$ cat config.mk
export PLATFORM = sky130hd
export DESIGN_NAME = inline_part_segmenter_unit_flat
export DESIGN_NICKNAME = d
export VERILOG_FILES = /design/src/sv/isg_pkg.sv /design/src/sv/isg_in_if.sv /design/src/sv/isg_out_if.sv /design/src/sv/isg_scan.sv /design/src/sv/isg_fifo.sv /design/src/sv/inline_part_segmenter_unit.sv /design/src/flat_wrapper.sv
export SDC_FILE = /design/constraint.sdc
export NUM_CORES = 1
export LEC_CHECK = 0
export ABC_AREA = 1
export BUFFER_PORTS_ARGS = -buffer_cell sky130_fd_sc_hd__buf_4
export CORE_MARGIN = 2
export CORE_UTILIZATION = 60
export DETAILED_ROUTE_END_ITERATION = 8
export HOLD_SLACK_MARGIN = 0.02
export PLACE_DENSITY_LB_ADDON = 0.1
export SYNTH_ARGS = -nofsm -noshare
export SYNTH_HDL_FRONTEND = slang
export SYNTH_SLANG_ARGS = --single-unit
$ cat constraint.sdc
create_clock -name clk_i -period 19.2 [get_ports clk_i]
set_input_delay 2.88 -clock clk_i [delete_from_list [all_inputs] [get_ports clk_i]]
set_output_delay 2.88 -clock clk_i [all_outputs]
set_load 0.005 [all_outputs]
$ cat src/sv/isg_pkg.sv
package isg_pkg;

  // Segment kinds, as reported on the result channel.
  typedef enum logic [2:0] {
    KindPlain        = 3'd0,
    KindBinhex       = 3'd1,
    KindPostscript   = 3'd2,
    KindPgpSigned    = 3'd3,
    KindPgpEncrypted = 3'd4
  } isg_kind_e;

  // Index of a start marker; its kind is the index plus one.
  localparam logic [1:0] OpenBinhex       = 2'd0;
  localparam logic [1:0] OpenPostscript   = 2'd1;
  localparam logic [1:0] OpenPgpSigned    = 2'd2;
  localparam logic [1:0] OpenPgpEncrypted = 2'd3;
  localparam int unsigned OpenCount = 4;

  localparam int unsigned OffsetBitsDefault   = 32;
  localparam int unsigned MaxMarkerLenDefault = 45;
  localparam int unsigned MarkPosW            = 6;
  localparam int unsigned FifoDepth           = 4;

  localparam logic [7:0] Newline = 8'h0A;
  localparam logic [7:0] Colon   = 8'h3A;

  localparam int OpenLen0  = 45;
  localparam int OpenLen1  = 11;
  localparam int OpenLen2  = 34;
  localparam int OpenLen3  = 27;
  localparam int CloseLen2 = 5;
  localparam int CloseLen3 = 27;
  localparam int CloseLen4 = 25;

  localparam logic [8*OpenLen0-1:0] OpenMark0 =
    "(This file must be converted with BinHex 4.0)";
  localparam logic [8*OpenLen1-1:0] OpenMark1 = "%!PS-Adobe-";
  localparam logic [8*OpenLen2-1:0] OpenMark2 = "-----BEGIN PGP SIGNED MESSAGE-----";
  localparam logic [8*OpenLen3-1:0] OpenMark3 = "-----BEGIN PGP MESSAGE-----";
  localparam logic [8*CloseLen2-1:0] CloseMark2 = "%%EOF";
  localparam logic [8*CloseLen3-1:0] CloseMark3 = "-----END PGP SIGNATURE-----";
  localparam logic [8*CloseLen4-1:0] CloseMark4 = "-----END PGP MESSAGE-----";

  typedef struct packed {
    logic [2:0]  segment_kind;
    logic [31:0] segment_start;
    logic [31:0] segment_length;
    logic        stream_end;
  } isg_rec_t;

  // Records produced by one accepted item; rec1 is used only with rec0.
  typedef struct packed {
    logic     vld0;
    logic     vld1;
    isg_rec_t rec0;
    isg_rec_t rec1;
  } isg_push_t;

  function automatic logic [MarkPosW-1:0] open_len(logic [1:0] idx);
    logic [MarkPosW-1:0] len;
    case (idx)
      OpenBinhex:     len = MarkPosW'(OpenLen0);
      OpenPostscript: len = MarkPosW'(OpenLen1);
      OpenPgpSigned:  len = MarkPosW'(OpenLen2);
      default:        len = MarkPosW'(OpenLen3);
    endcase
    return len;
  endfunction

  // Byte of a start marker at a line position; zero past the marker's end.
  function automatic logic [7:0] open_byte(logic [1:0] idx, logic [MarkPosW-1:0] pos);
    logic [7:0] b;
    b = 8'h00;
    case (idx)
      OpenBinhex:
        if (int'(pos) < OpenLen0) b = OpenMark0[8*(OpenLen0-1-int'(pos)) +: 8];
      OpenPostscript:
        if (int'(pos) < OpenLen1) b = OpenMark1[8*(OpenLen1-1-int'(pos)) +: 8];
      OpenPgpSigned:
        if (int'(pos) < OpenLen2) b = OpenMark2[8*(OpenLen2-1-int'(pos)) +: 8];
      default:
        if (int'(pos) < OpenLen3) b = OpenMark3[8*(OpenLen3-1-int'(pos)) +: 8];
    endcase
    return b;
  endfunction

  function automatic logic [MarkPosW-1:0] close_len(isg_kind_e kind);
    logic [MarkPosW-1:0] len;
    case (kind)
      KindPostscript:   len = MarkPosW'(CloseLen2);
      KindPgpSigned:    len = MarkPosW'(CloseLen3);
      KindPgpEncrypted: len = MarkPosW'(CloseLen4);
      default:          len = '0;
    endcase
    return len;
  endfunction

  function automatic logic [7:0] close_byte(isg_kind_e kind, logic [MarkPosW-1:0] pos);
    logic [7:0] b;
    b = 8'h00;
    case (kind)
      KindPostscript:
        if (int'(pos) < CloseLen2) b = CloseMark2[8*(CloseLen2-1-int'(pos)) +: 8];
      KindPgpSigned:
        if (int'(pos) < CloseLen3) b = CloseMark3[8*(CloseLen3-1-int'(pos)) +: 8];
      KindPgpEncrypted:
        if (int'(pos) < CloseLen4) b = CloseMark4[8*(CloseLen4-1-int'(pos)) +: 8];
      default: b = 8'h00;
    endcase
    return b;
  endfunction

endpackage

$ cat src/sv/isg_in_if.sv
interface isg_in_if;
  logic       valid;
  logic       ready;
  logic [7:0] data_byte;
  logic       end_of_stream;

  modport source (output valid, output data_byte, output end_of_stream, input ready);
  modport sink (input valid, input data_byte, input end_of_stream, output ready);
endinterface

$ cat src/sv/isg_out_if.sv
interface isg_out_if;
  logic        valid;
  logic        ready;
  logic [2:0]  segment_kind;
  logic [31:0] segment_start;
  logic [31:0] segment_length;
  logic        stream_end;

  modport source (output valid, output segment_kind, output segment_start,
                  output segment_length, output stream_end, input ready);
  modport sink (input valid, input segment_kind, input segment_start,
                input segment_length, input stream_end, output ready);
endinterface

$ cat src/sv/isg_scan.sv
module isg_scan #(
  parameter int unsigned OFFSET_BITS    = isg_pkg::OffsetBitsDefault,
  parameter int unsigned MAX_MARKER_LEN = isg_pkg::MaxMarkerLenDefault
) (
  input  logic               clk_i,
  input  logic               rst_ni,
  input  logic               take_i,
  input  logic [7:0]         data_byte_i,
  input  logic               end_of_stream_i,
  output isg_pkg::isg_push_t push_o
);

  localparam int unsigned PosW = $clog2(MAX_MARKER_LEN + 1);
  localparam int unsigned OutW = (OFFSET_BITS > 32) ? OFFSET_BITS : 32;

  isg_pkg::isg_kind_e     kind_q, kind_d;
  logic [PosW-1:0]        pos_q, pos_d, pos_n;
  logic [3:0]             sc_q, sc_d, sc_n;
  logic                   ec_q, ec_d, ec_n;
  logic [7:0]             prev_q, prev_d, prev_n;
  logic [OFFSET_BITS-1:0] ofs_q, ofs_d, seg_q, seg_d, line_q, line_d, nxt;

  logic                          nl, line_end, found, close, a_take, a_vld, b_vld;
  logic [1:0]                    found_idx;
  logic [isg_pkg::MarkPosW-1:0]  mpos;
  logic [OFFSET_BITS-1:0]        a_from, a_to;
  isg_pkg::isg_kind_e            a_kind;
  isg_pkg::isg_rec_t             rec_a, rec_b, rec_fb;

  function automatic logic [31:0] clamp_out(logic [OFFSET_BITS-1:0] v);
    logic [OutW-1:0] ext;
    ext = OutW'(v);
    return (ext > OutW'(33'hFFFF_FFFF)) ? 32'hFFFF_FFFF : ext[31:0];
  endfunction

  function automatic isg_pkg::isg_rec_t mk_rec(isg_pkg::isg_kind_e kind,
                                              logic [OFFSET_BITS-1:0] from,
                                              logic [OFFSET_BITS-1:0] to);
    isg_pkg::isg_rec_t r;
    r.segment_kind   = kind;
    r.segment_start  = clamp_out(from);
    r.segment_length = clamp_out(to - from);
    r.stream_end     = 1'b0;
    return r;
  endfunction

  always_comb begin
    nl       = (data_byte_i == isg_pkg::Newline);
    line_end = nl || end_of_stream_i;
    nxt      = (&ofs_q) ? ofs_q : ofs_q + 1'b1;
    mpos     = isg_pkg::MarkPosW'(pos_q);

    // Marker tracking for the byte just taken.
    for (int i = 0; i < isg_pkg::OpenCount; i++) begin
      sc_n[i] = sc_q[i] & (nl || pos_q >= PosW'(isg_pkg::open_len(2'(i))) ||
                data_byte_i == isg_pkg::open_byte(2'(i), mpos));
    end
    ec_n = ec_q;
    if (!nl && (kind_q inside {isg_pkg::KindPostscript, isg_pkg::KindPgpSigned,
                               isg_pkg::KindPgpEncrypted})) begin
      if (pos_q < PosW'(isg_pkg::close_len(kind_q)) &&
          data_byte_i != isg_pkg::close_byte(kind_q, mpos)) begin
        ec_n = 1'b0;
      end
    end
    prev_n = nl ? prev_q : data_byte_i;
    pos_n  = (nl || pos_q == PosW'(MAX_MARKER_LEN)) ? pos_q : pos_q + 1'b1;

    // The lowest-numbered matching start marker wins.
    found     = 1'b0;
    found_idx = 2'd0;
    for (int i = isg_pkg::OpenCount - 1; i >= 0; i--) begin
      if (sc_n[i] && pos_n >= PosW'(isg_pkg::open_len(2'(i)))) begin
        found     = 1'b1;
        found_idx = 2'(i);
      end
    end

    case (kind_q)
      isg_pkg::KindBinhex: close = (pos_n != '0) && (prev_n == isg_pkg::Colon);
      isg_pkg::KindPostscript, isg_pkg::KindPgpSigned, isg_pkg::KindPgpEncrypted:
        close = ec_n && (pos_n >= PosW'(isg_pkg::close_len(kind_q)));
      default: close = 1'b0;
    endcase

    kind_d = kind_q;
    seg_d  = seg_q;
    a_take = 1'b0;
    a_kind = kind_q;
    a_from = seg_q;
    a_to   = nxt;
    if (line_end) begin
      if (kind_q == isg_pkg::KindPlain) begin
        if (found) begin
          a_take = 1'b1;
          a_to   = line_q;
          seg_d  = line_q;
          kind_d = isg_pkg::isg_kind_e'({1'b0, found_idx} + 3'd1);
        end
      end else if (close) begin
        a_take = 1'b1;
        seg_d  = nxt;
        kind_d = isg_pkg::KindPlain;
      end
    end
    a_vld = a_take && (a_to > a_from);
    b_vld = end_of_stream_i && (nxt > seg_d);

    rec_a  = mk_rec(a_kind, a_from, a_to);
    rec_b  = mk_rec(isg_pkg::KindPlain, seg_d, nxt);
    rec_fb.segment_kind   = isg_pkg::KindPlain;
    rec_fb.segment_start  = clamp_out(seg_d);
    rec_fb.segment_length = 32'd1;
    rec_fb.stream_end     = 1'b0;

    push_o      = '0;
    push_o.rec1 = rec_b;
    if (a_vld) begin
      push_o.rec0 = rec_a;
    end else if (b_vld) begin
      push_o.rec0 = rec_b;
    end else begin
      push_o.rec0 = rec_fb;
    end
    push_o.vld0 = take_i && (a_vld || end_of_stream_i);
    push_o.vld1 = take_i && a_vld && b_vld;
    push_o.rec1.stream_end = 1'b1;
    push_o.rec0.stream_end = end_of_stream_i && !(a_vld && b_vld);

    // Next state: a stream end returns everything to the reset state.
    if (end_of_stream_i) begin
      kind_d = isg_pkg::KindPlain;
      seg_d  = '0;
      line_d = '0;
      ofs_d  = '0;
    end else begin
      line_d = line_end ? nxt : line_q;
      ofs_d  = nxt;
    end
    if (line_end) begin
      pos_d  = '0;
      sc_d   = '1;
      ec_d   = 1'b1;
      prev_d = 8'h00;
    end else begin
      pos_d  = pos_n;
      sc_d   = sc_n;
      ec_d   = ec_n;
      prev_d = prev_n;
    end
  end

  always_ff @(posedge clk_i or negedge rst_ni) begin
    if (!rst_ni) begin
      kind_q <= isg_pkg::KindPlain;
      pos_q  <= '0;
      sc_q   <= '1;
      ec_q   <= 1'b1;
      prev_q <= 8'h00;
      ofs_q  <= '0;
      seg_q  <= '0;
      line_q <= '0;
    end else if (take_i) begin
      kind_q <= kind_d;
      pos_q  <= pos_d;
      sc_q   <= sc_d;
      ec_q   <= ec_d;
      prev_q <= prev_d;
      ofs_q  <= ofs_d;
      seg_q  <= seg_d;
      line_q <= line_d;
    end
  end

endmodule

$ cat src/sv/isg_fifo.sv
module isg_fifo (
  input  logic               clk_i,
  input  logic               rst_ni,
  input  isg_pkg::isg_push_t push_i,
  output logic               room_o,
  output logic               valid_o,
  input  logic               ready_i,
  output isg_pkg::isg_rec_t  rec_o
);

  localparam int unsigned Depth = isg_pkg::FifoDepth;
  localparam int unsigned PtrW  = $clog2(Depth);
  localparam int unsigned CntW  = $clog2(Depth + 1);

  isg_pkg::isg_rec_t mem_q [Depth];
  logic [PtrW-1:0]   wr_q, wr_d, rd_q, rd_d;
  logic [CntW-1:0]   cnt_q, cnt_d;
  logic              pop;

  assign pop     = valid_o && ready_i;
  assign valid_o = (cnt_q != '0);
  assign rec_o   = mem_q[rd_q];
  // Room is kept for the two records a single item can produce.
  assign room_o  = (cnt_q <= CntW'(Depth - 2));

  always_comb begin
    wr_d  = wr_q + PtrW'(push_i.vld0) + PtrW'(push_i.vld1);
    rd_d  = rd_q + PtrW'(pop);
    cnt_d = cnt_q + CntW'(push_i.vld0) + CntW'(push_i.vld1) - CntW'(pop);
  end

  always_ff @(posedge clk_i) begin
    if (push_i.vld0) begin
      mem_q[wr_q] <= push_i.rec0;
    end
    if (push_i.vld1) begin
      mem_q[wr_q + 1'b1] <= push_i.rec1;
    end
  end

  always_ff @(posedge clk_i or negedge rst_ni) begin
    if (!rst_ni) begin
      wr_q  <= '0;
      rd_q  <= '0;
      cnt_q <= '0;
    end else begin
      wr_q  <= wr_d;
      rd_q  <= rd_d;
      cnt_q <= cnt_d;
    end
  end

endmodule

$ cat src/sv/inline_part_segmenter_unit.sv
// Channel  Role    Fields                                                  Item
// in_i     sink    data_byte, end_of_stream                                one byte
// out_o    source  segment_kind, segment_start, segment_length, stream_end one segment
//
// One byte is taken per cycle while in_i.ready is high; the records it
// closes, at most two, go into a four-entry queue in the same cycle and are
// offered on out_o from the next cycle, one per cycle unless out_o stalls.
// in_i.ready drops while the queue holds more than two records, so a stall on
// out_o holds the input back only once three records are waiting.
// After reset the block is at offset 0 in plain mode and takes a byte at once.
module inline_part_segmenter_unit #(
  parameter int unsigned OFFSET_BITS    = isg_pkg::OffsetBitsDefault,
  parameter int unsigned MAX_MARKER_LEN = isg_pkg::MaxMarkerLenDefault
) (
  input  logic      clk_i,
  input  logic      rst_ni,
  isg_in_if.sink    in_i,
  isg_out_if.source out_o
);

  isg_pkg::isg_push_t push;
  isg_pkg::isg_rec_t  rec;
  logic               room, take;

  assign take     = in_i.valid && in_i.ready;
  assign in_i.ready = room;

  isg_scan #(
    .OFFSET_BITS   (OFFSET_BITS),
    .MAX_MARKER_LEN(MAX_MARKER_LEN)
  ) u_scan (
    .clk_i          (clk_i),
    .rst_ni         (rst_ni),
    .take_i         (take),
    .data_byte_i    (in_i.data_byte),
    .end_of_stream_i(in_i.end_of_stream),
    .push_o         (push)
  );

  isg_fifo u_fifo (
    .clk_i  (clk_i),
    .rst_ni (rst_ni),
    .push_i (push),
    .room_o (room),
    .valid_o(out_o.valid),
    .ready_i(out_o.ready),
    .rec_o  (rec)
  );

  assign out_o.segment_kind   = rec.segment_kind;
  assign out_o.segment_start  = rec.segment_start;
  assign out_o.segment_length = rec.segment_length;
  assign out_o.stream_end     = rec.stream_end;

  // A stream end always leaves a closing record in the queue.
  a_eos_record: assert property (@(posedge clk_i) disable iff (!rst_ni)
    take && in_i.end_of_stream |-> push.vld0 &&
      (push.rec0.stream_end || (push.vld1 && push.rec1.stream_end)))
    else $error("stream end without a closing record");

  // A second record only follows a first one and only at a stream end.
  a_second_record: assert property (@(posedge clk_i) disable iff (!rst_ni)
    push.vld1 |-> push.vld0 && in_i.end_of_stream && !push.rec0.stream_end)
    else $error("second record out of place");

  // Records are pushed only for an accepted item.
  a_push_on_take: assert property (@(posedge clk_i) disable iff (!rst_ni)
    push.vld0 |-> take)
    else $error("record pushed without an item");

  // Reported segments are never empty.
  a_nonempty: assert property (@(posedge clk_i) disable iff (!rst_ni)
    out_o.valid |-> out_o.segment_length != 32'd0)
    else $error("empty segment reported");

endmodule
$ cat src/flat_wrapper.sv
// flat-port wrapper written by rule: the top's interface ports become plain ports
module inline_part_segmenter_unit_flat 
#(
  parameter int unsigned OFFSET_BITS    = isg_pkg::OffsetBitsDefault,
  parameter int unsigned MAX_MARKER_LEN = isg_pkg::MaxMarkerLenDefault
)
  (clk_i, rst_ni, in_i_valid, in_i_data_byte, in_i_end_of_stream, in_i_ready, out_o_valid, out_o_segment_kind, out_o_segment_start, out_o_segment_length, out_o_stream_end, out_o_ready);
  isg_in_if in_i_i ();
  isg_out_if out_o_i ();
  input  logic clk_i;
  input  logic rst_ni;
  input wire logic [$bits(in_i_i.valid)-1:0] in_i_valid;
  input wire logic [$bits(in_i_i.data_byte)-1:0] in_i_data_byte;
  input wire logic [$bits(in_i_i.end_of_stream)-1:0] in_i_end_of_stream;
  output wire logic [$bits(in_i_i.ready)-1:0] in_i_ready;
  output wire logic [$bits(out_o_i.valid)-1:0] out_o_valid;
  output wire logic [$bits(out_o_i.segment_kind)-1:0] out_o_segment_kind;
  output wire logic [$bits(out_o_i.segment_start)-1:0] out_o_segment_start;
  output wire logic [$bits(out_o_i.segment_length)-1:0] out_o_segment_length;
  output wire logic [$bits(out_o_i.stream_end)-1:0] out_o_stream_end;
  input wire logic [$bits(out_o_i.ready)-1:0] out_o_ready;
  assign in_i_i.valid = in_i_valid;
  assign in_i_i.data_byte = in_i_data_byte;
  assign in_i_i.end_of_stream = in_i_end_of_stream;
  assign in_i_ready = in_i_i.ready;
  assign out_o_valid = out_o_i.valid;
  assign out_o_segment_kind = out_o_i.segment_kind;
  assign out_o_segment_start = out_o_i.segment_start;
  assign out_o_segment_length = out_o_i.segment_length;
  assign out_o_stream_end = out_o_i.stream_end;
  assign out_o_i.ready = out_o_ready;
  inline_part_segmenter_unit #(.OFFSET_BITS(OFFSET_BITS), .MAX_MARKER_LEN(MAX_MARKER_LEN)) u_core (.clk_i(clk_i), .rst_ni(rst_ni), .in_i(in_i_i), .out_o(out_o_i));
endmodule
* Word-level counts from Yosys, hierarchy flattened *
Memories as Yosys holds them, arrays and structs flattened.
Cells that the tools add are included.

storage, ports and cells
  bits in registers = 125
  output and inout port bits = 70
  ROM bits = 0
  memories kept = 1
  bits in writable memories = 272
  logic and storage cells = 177
  input bits = 13
  bits in latches = 0

memories
  name                 depth  bits a word  read ports  clocked after memory_dff  write ports  line            RTL
  u_core.u_fifo.mem_q  4      68           1           0                         2            isg_fifo.sv:15  isg_pkg::isg_rec_t mem_q [Depth];

cells by class
  magnitude comparators = 23
  multipliers = 0
  multiplexer cells = 60
  reduce and logical (&&, ||, !) cells = 40
  shift-type cells = 7
  eq/ne operators = 13
  bitwise operators = 4
  divide/modulo/power cells = 0
  $add $sub $neg = 18

operator list
  cell                                                                             count
  32-bit 2-to-1 mux                                                                16
  216-bit by 10-bit variable part select with 8-bit output (first input constant)  2
  360-bit by 10-bit variable part select with 8-bit output (first input constant)  1
  272-bit by 10-bit variable part select with 8-bit output (first input constant)  1
  200-bit by 10-bit variable part select with 8-bit output (first input constant)  1
  32-bit > comparator (second input constant)                                      4
  88-bit by 10-bit variable part select with 8-bit output (first input constant)   1
  8-bit 2-to-1 mux                                                                 10
  68-bit 2-to-1 mux                                                                1
  32-bit > comparator                                                              2
  32-bit subtractor                                                                2
  40-bit by 10-bit variable part select with 8-bit output (first input constant)   1
  33-bit 2-to-1 mux                                                                1
  32-bit by 1-bit adder with 32-bit output (second input constant)                 1
  8-bit equality test                                                              4
  32-bit AND reduction                                                             1
  6-bit >= comparator (second input constant)                                      4
  6-bit 2-to-1 mux                                                                 4
  8-bit one-hot mux with 3 select lines                                            1
  1-bit logical AND                                                                17
  1-bit 2-to-1 mux                                                                 15
  3-bit 2-to-1 mux                                                                 5
  5-bit one-hot mux with 3 select lines                                            1
  5-bit by 6-bit subtractor with 7-bit output (first input constant)               2
  39 further kinds                                                                 67

* Depth between registers and ports, before layout *
  depth in word-level cells = 21
  gate-level depth with buffers = 50

* Cells and area by module *
A second synthesis with hierarchy kept.

unflattened totals
  cell total of the unflattened synthesis = 4626
  area total of the unflattened synthesis = 30769.5 um^2

by module, submodules not included
  module                      area an instance (um^2)  times used  cells each
  isg_fifo                    15743.8                  1           2020
  isg_scan                    15018.2                  1           2604
  inline_part_segmenter_unit  7.5                      1           2

* Least setup slack after synthesis *
No wires, ideal clock.

  path kind = input to register
  from = input port in_i_data_byte[1]
  to = memory u_core.u_fifo.mem_q[0][10] (netlist name) (enable)
  setup time = 0.424 ns
  arrival time = 9.675 ns
  path slack = 9.102 ns
  path buffers = 4
  data required time = 18.776 ns
  cell stages on the path = 40
  path through = buf_2 nand2_1 nor3_2 nand4_1 o21ai_4 nand2_1 o21ai_2 nand2_1 nand2_1 nand2_1 nand2_1 nand2_1 nor2_1 nand2_1 nand2_1 nor2_1 nand2_1 nand2_1 [... 4 more ...] fa_1 inv_1 nand2_1 o21ai_1 a21oi_1 o21ai_2 a21boi_1 o21ai_0 a21boi_1 o21ai_2 nand2_1 a21oi_1 nand3_2 buf_6 nor3_4 nand2_4 buf_6 nand2_1

RTL lines
  element      line                RTL
  from (decl)  flat_wrapper.sv:13  input wire logic [$bits(in_i_i.data_byte)-1:0] in_i_data_byte;
  to (decl)    isg_fifo.sv:15

==> impl_results.md <==
* Initial antenna violation count at 4
* Post-Place Cell Area at 0.02923 mm²
* Critical Path Sink Type: flop
* RSZ-0062 raised after global routing: false
* RR Endpoint: u_core.u_fifo.mem_q[1][41]
* Final hold violation count at 0
* Total routed wirelength at 99240 µm
* Synthesis Warnings at 0
* Routed len/inst at 21.38 µm
* Worst path slowest cell: nand2_1
* Via density at 6.155
* Max cap viols at 0
* Max Freq at 0.08339 GHz
* Routability cong. at 1.035
* Yosys cell types at 57
* Total GRT Usage at 0.3961
* Mapped Area at 0.02857 mm²
* Synth cell count leaders: nand2_1, nor2_1, o21ai_0
* Die H at 222.2 µm
* Final setup TNS at 0 ns
* Worst EP required at 19.42 ns
* Final min period at 11.99 ns
* Clock Sinks at 397
* R2R setup slack at 7.69 ns
* CP arrival at 12.22 ns
* Critical path class: input pin to flop
* CTS tree: done
* Reg2reg path depth at 43
* Post_cts resized at 0
* Reg2reg start: u_core.u_scan.mpos[1]
* IO Port Bufs at 82
* Drt pass-1 iters at 6
* Worst Max-Slew Pin Slew at 1.131 ns
* Row Count at 79
* Async set or reset register ratio after synthesis at 0.3149
* Final setup viols at 0
* Area growth, synth to finish at 7.453%
* # hold bufs at CTS at 0
* Crit path top cell by count: nand2_1
* Outcome: finished, final reports clean
* Post-synth EDFFs at 256
* Core footprint at 0.04675 mm²
* Clock tree root buffer cell: clkbuf_16
* Most used flip-flop cell after synthesis: edfxtp_1
* Top post-synthesis cells by area: edfxtp_1, nand2_1, dfrtp_1
* Clock tree buffer depth at 3
* Max H-tree Level at 2
* Vias in the first global route at 25.98k
* Final Max Tran Viols at 0
* Syn Nets at 4138
* Die area at 0.04938 mm²
* Initial DRC Count at 3682
* HP Start: u_core.u_scan.sc_q[1]
* Top cell type's share of synthesized area at 0.2691
* Post-synthesis sequential area ratio at 0.3900
* Worst Hold End: u_core.u_scan.sc_q[1]
* Period Utilization, post-route at 0.6246
* Slew Limit Headroom at 0.2381
* DRC viols at 0
* Crit path max fanout at 62
* CTS buffer count at 45
* CP peak stage delay at 0.80 ns
* Hold Path Cell Cnt at 2
* Nets at 4100
* Filler instances at 4109
* Total gr overflow at 0
* Antenna Nets Post-Route at 0
* Largest net degree at the start of global routing at 86
* Via count at 28.57k
* Syn Area/Cell at 7.084 µm²
* CTS clk-pin slew, worst paths at 0.06 ns
* Post-route insts no fill at 4642
* Detailed placement HPWL at 69260 µm
* Yosys reg bits at 397
* Clock Latency Late Sink at 0.60 ns
* Non-Filler Cell Area, Final at 0.03070 mm²
* First-pass GRT wire length at 151700 µm
* IO Count at 83
* Postcts setup bufs at 0
* Gate Count Post-Synth at 4033
* Cell with the most instances after synthesis: nand2_1
* Startpoint Class: input pin
* Ratio of cells with drive above 1 in the final layout at 0.07490
* Synth area leader: edfxtp_1
* Clock Skew at 0.02272 ns
* Die X at 222.2 µm
* Initial core utilization at 0.6111
* Placed cell count at 4555
* Tightest Hold Check Type: flop to flop
## worst max-delay path, delay by kind of cell
kind / cells / cell delay (ns)
and+or+nand+nor: 23 / 5.45
AOI/OAI and AO/OA: 9 / 1.78
buffers and inverters: 6 / 1.48
adders and majority gates: 2 / 0.58
## registers in the layout (all words and copies together), names as in the netlist, 2 cells and up
register and count:
u_core.u_fifo.mem_q 272, u_core.u_scan.a_from 32, u_core.u_scan.line_q 32, u_core.u_scan.ofs_q 32
u_core.u_scan.prev_q 8, u_core.u_scan.mpos 6, u_core.u_scan.sc_q 4, u_core.u_fifo.cnt_q 3
u_core.u_scan.a_kind 3, u_core.u_fifo.rd_q 2, u_core.u_fifo.wr_q 2
## worst max-delay path by stage
stage | slack, ns | startpoint | endpoint
3_5_place_dp | 6.69 | in_i_data_byte[0] | u_core.u_fifo.mem_q[1][60]
3_3_place_gp | 6.89 | in_i_data_byte[0] | u_core.u_fifo.mem_q[1][61]
2_1_floorplan | 9.10 | in_i_data_byte[1] | u_core.u_fifo.mem_q[0][10]
4_1_cts | 7.30 | in_i_data_byte[0] | u_core.u_fifo.mem_q[1][41]
6_report | 7.21 | in_i_data_byte[0] | u_core.u_fifo.mem_q[1][41]
5_1_grt | 6.32 | in_i_data_byte[0] | u_core.u_fifo.mem_q[1][41]
## cell type report
| cell class | count | area, µm² | area share |
|---|---|---|---|
| multi-input cells | 3114 | 15250 | 0.4968 |
| flip-flops and latches | 397 | 11150 | 0.3631 |
| clock buffers | 66 | 1265 | 0.04120 |
| inverters | 325 | 1224 | 0.03986 |
| repair buffers | 112 | 844.6 | 0.02751 |
| well taps | 607 | 759.5 | 0.02474 |
| clock inverters | 18 | 201.4 | 0.006562 |
| diodes | 3 | 7.507 | 0.0002445 |
## cell families after synthesis
family,Yosys count,synth area share
compound gates,785,0.1508
xor+xnor,86,0.02663
fa+ha+maj,92,0.04160
buf+inv,522,0.07891
flops,397,0.3900
simple gates,2151,0.3121
## cells in the final DEF, fill, tap and decap left out, drive strengths merged, types with 56 or more instances in the layout
| cell | netlist | layout |
|---|---|---|
| clkbuf | 112 | 66 |
| nor2 | 365 | 365 |
| dfrtp | 120 | 120 |
| a21oi | 142 | 142 |
| nand3 | 300 | 300 |
| buf | 85 | 112 |
| nand2 | 1374 | 1374 |
| nand4 | 56 | 56 |
| edfxtp | 256 | 256 |
| ha | 87 | 87 |
| inv | 325 | 327 |
| o21ai | 450 | 450 |
| o22ai | 140 | 140 |
## through the flow
step | hold WS (ns) | util | setup slack (ns)
after floorplan | 0.4368 | - | 9.102
after global placement | 0.4519 | 0.6251 | 6.893
after detailed placement | 0.4561 | 0.6251 | 6.693
after CTS | 0.4644 | 0.6565 | 7.301
after global routing | 0.4811 | 0.6565 | 6.316
final | 0.4653 | 0.6566 | 7.208
## metal layers
| layer | global-route usage | wire length [µm] | part of all wire | up-vias |
|---|---|---|---|---|
| li1 | - | - | - | 13451 |
| met1 | 0.5525 | 39690 | 0.40 | 13097 |
| met2 | 0.5915 | 42580 | 0.43 | 1755 |
| met3 | 0.1025 | 12820 | 0.13 | 265 |
| met4 | 0.1541 | 4130 | 0.042 | 4 |
| met5 | 0 | 28 | 0.00028 | - |
Power is not shown: default switching activity piles up to over one toggle a cycle in this logic, so the estimate is an artifact.
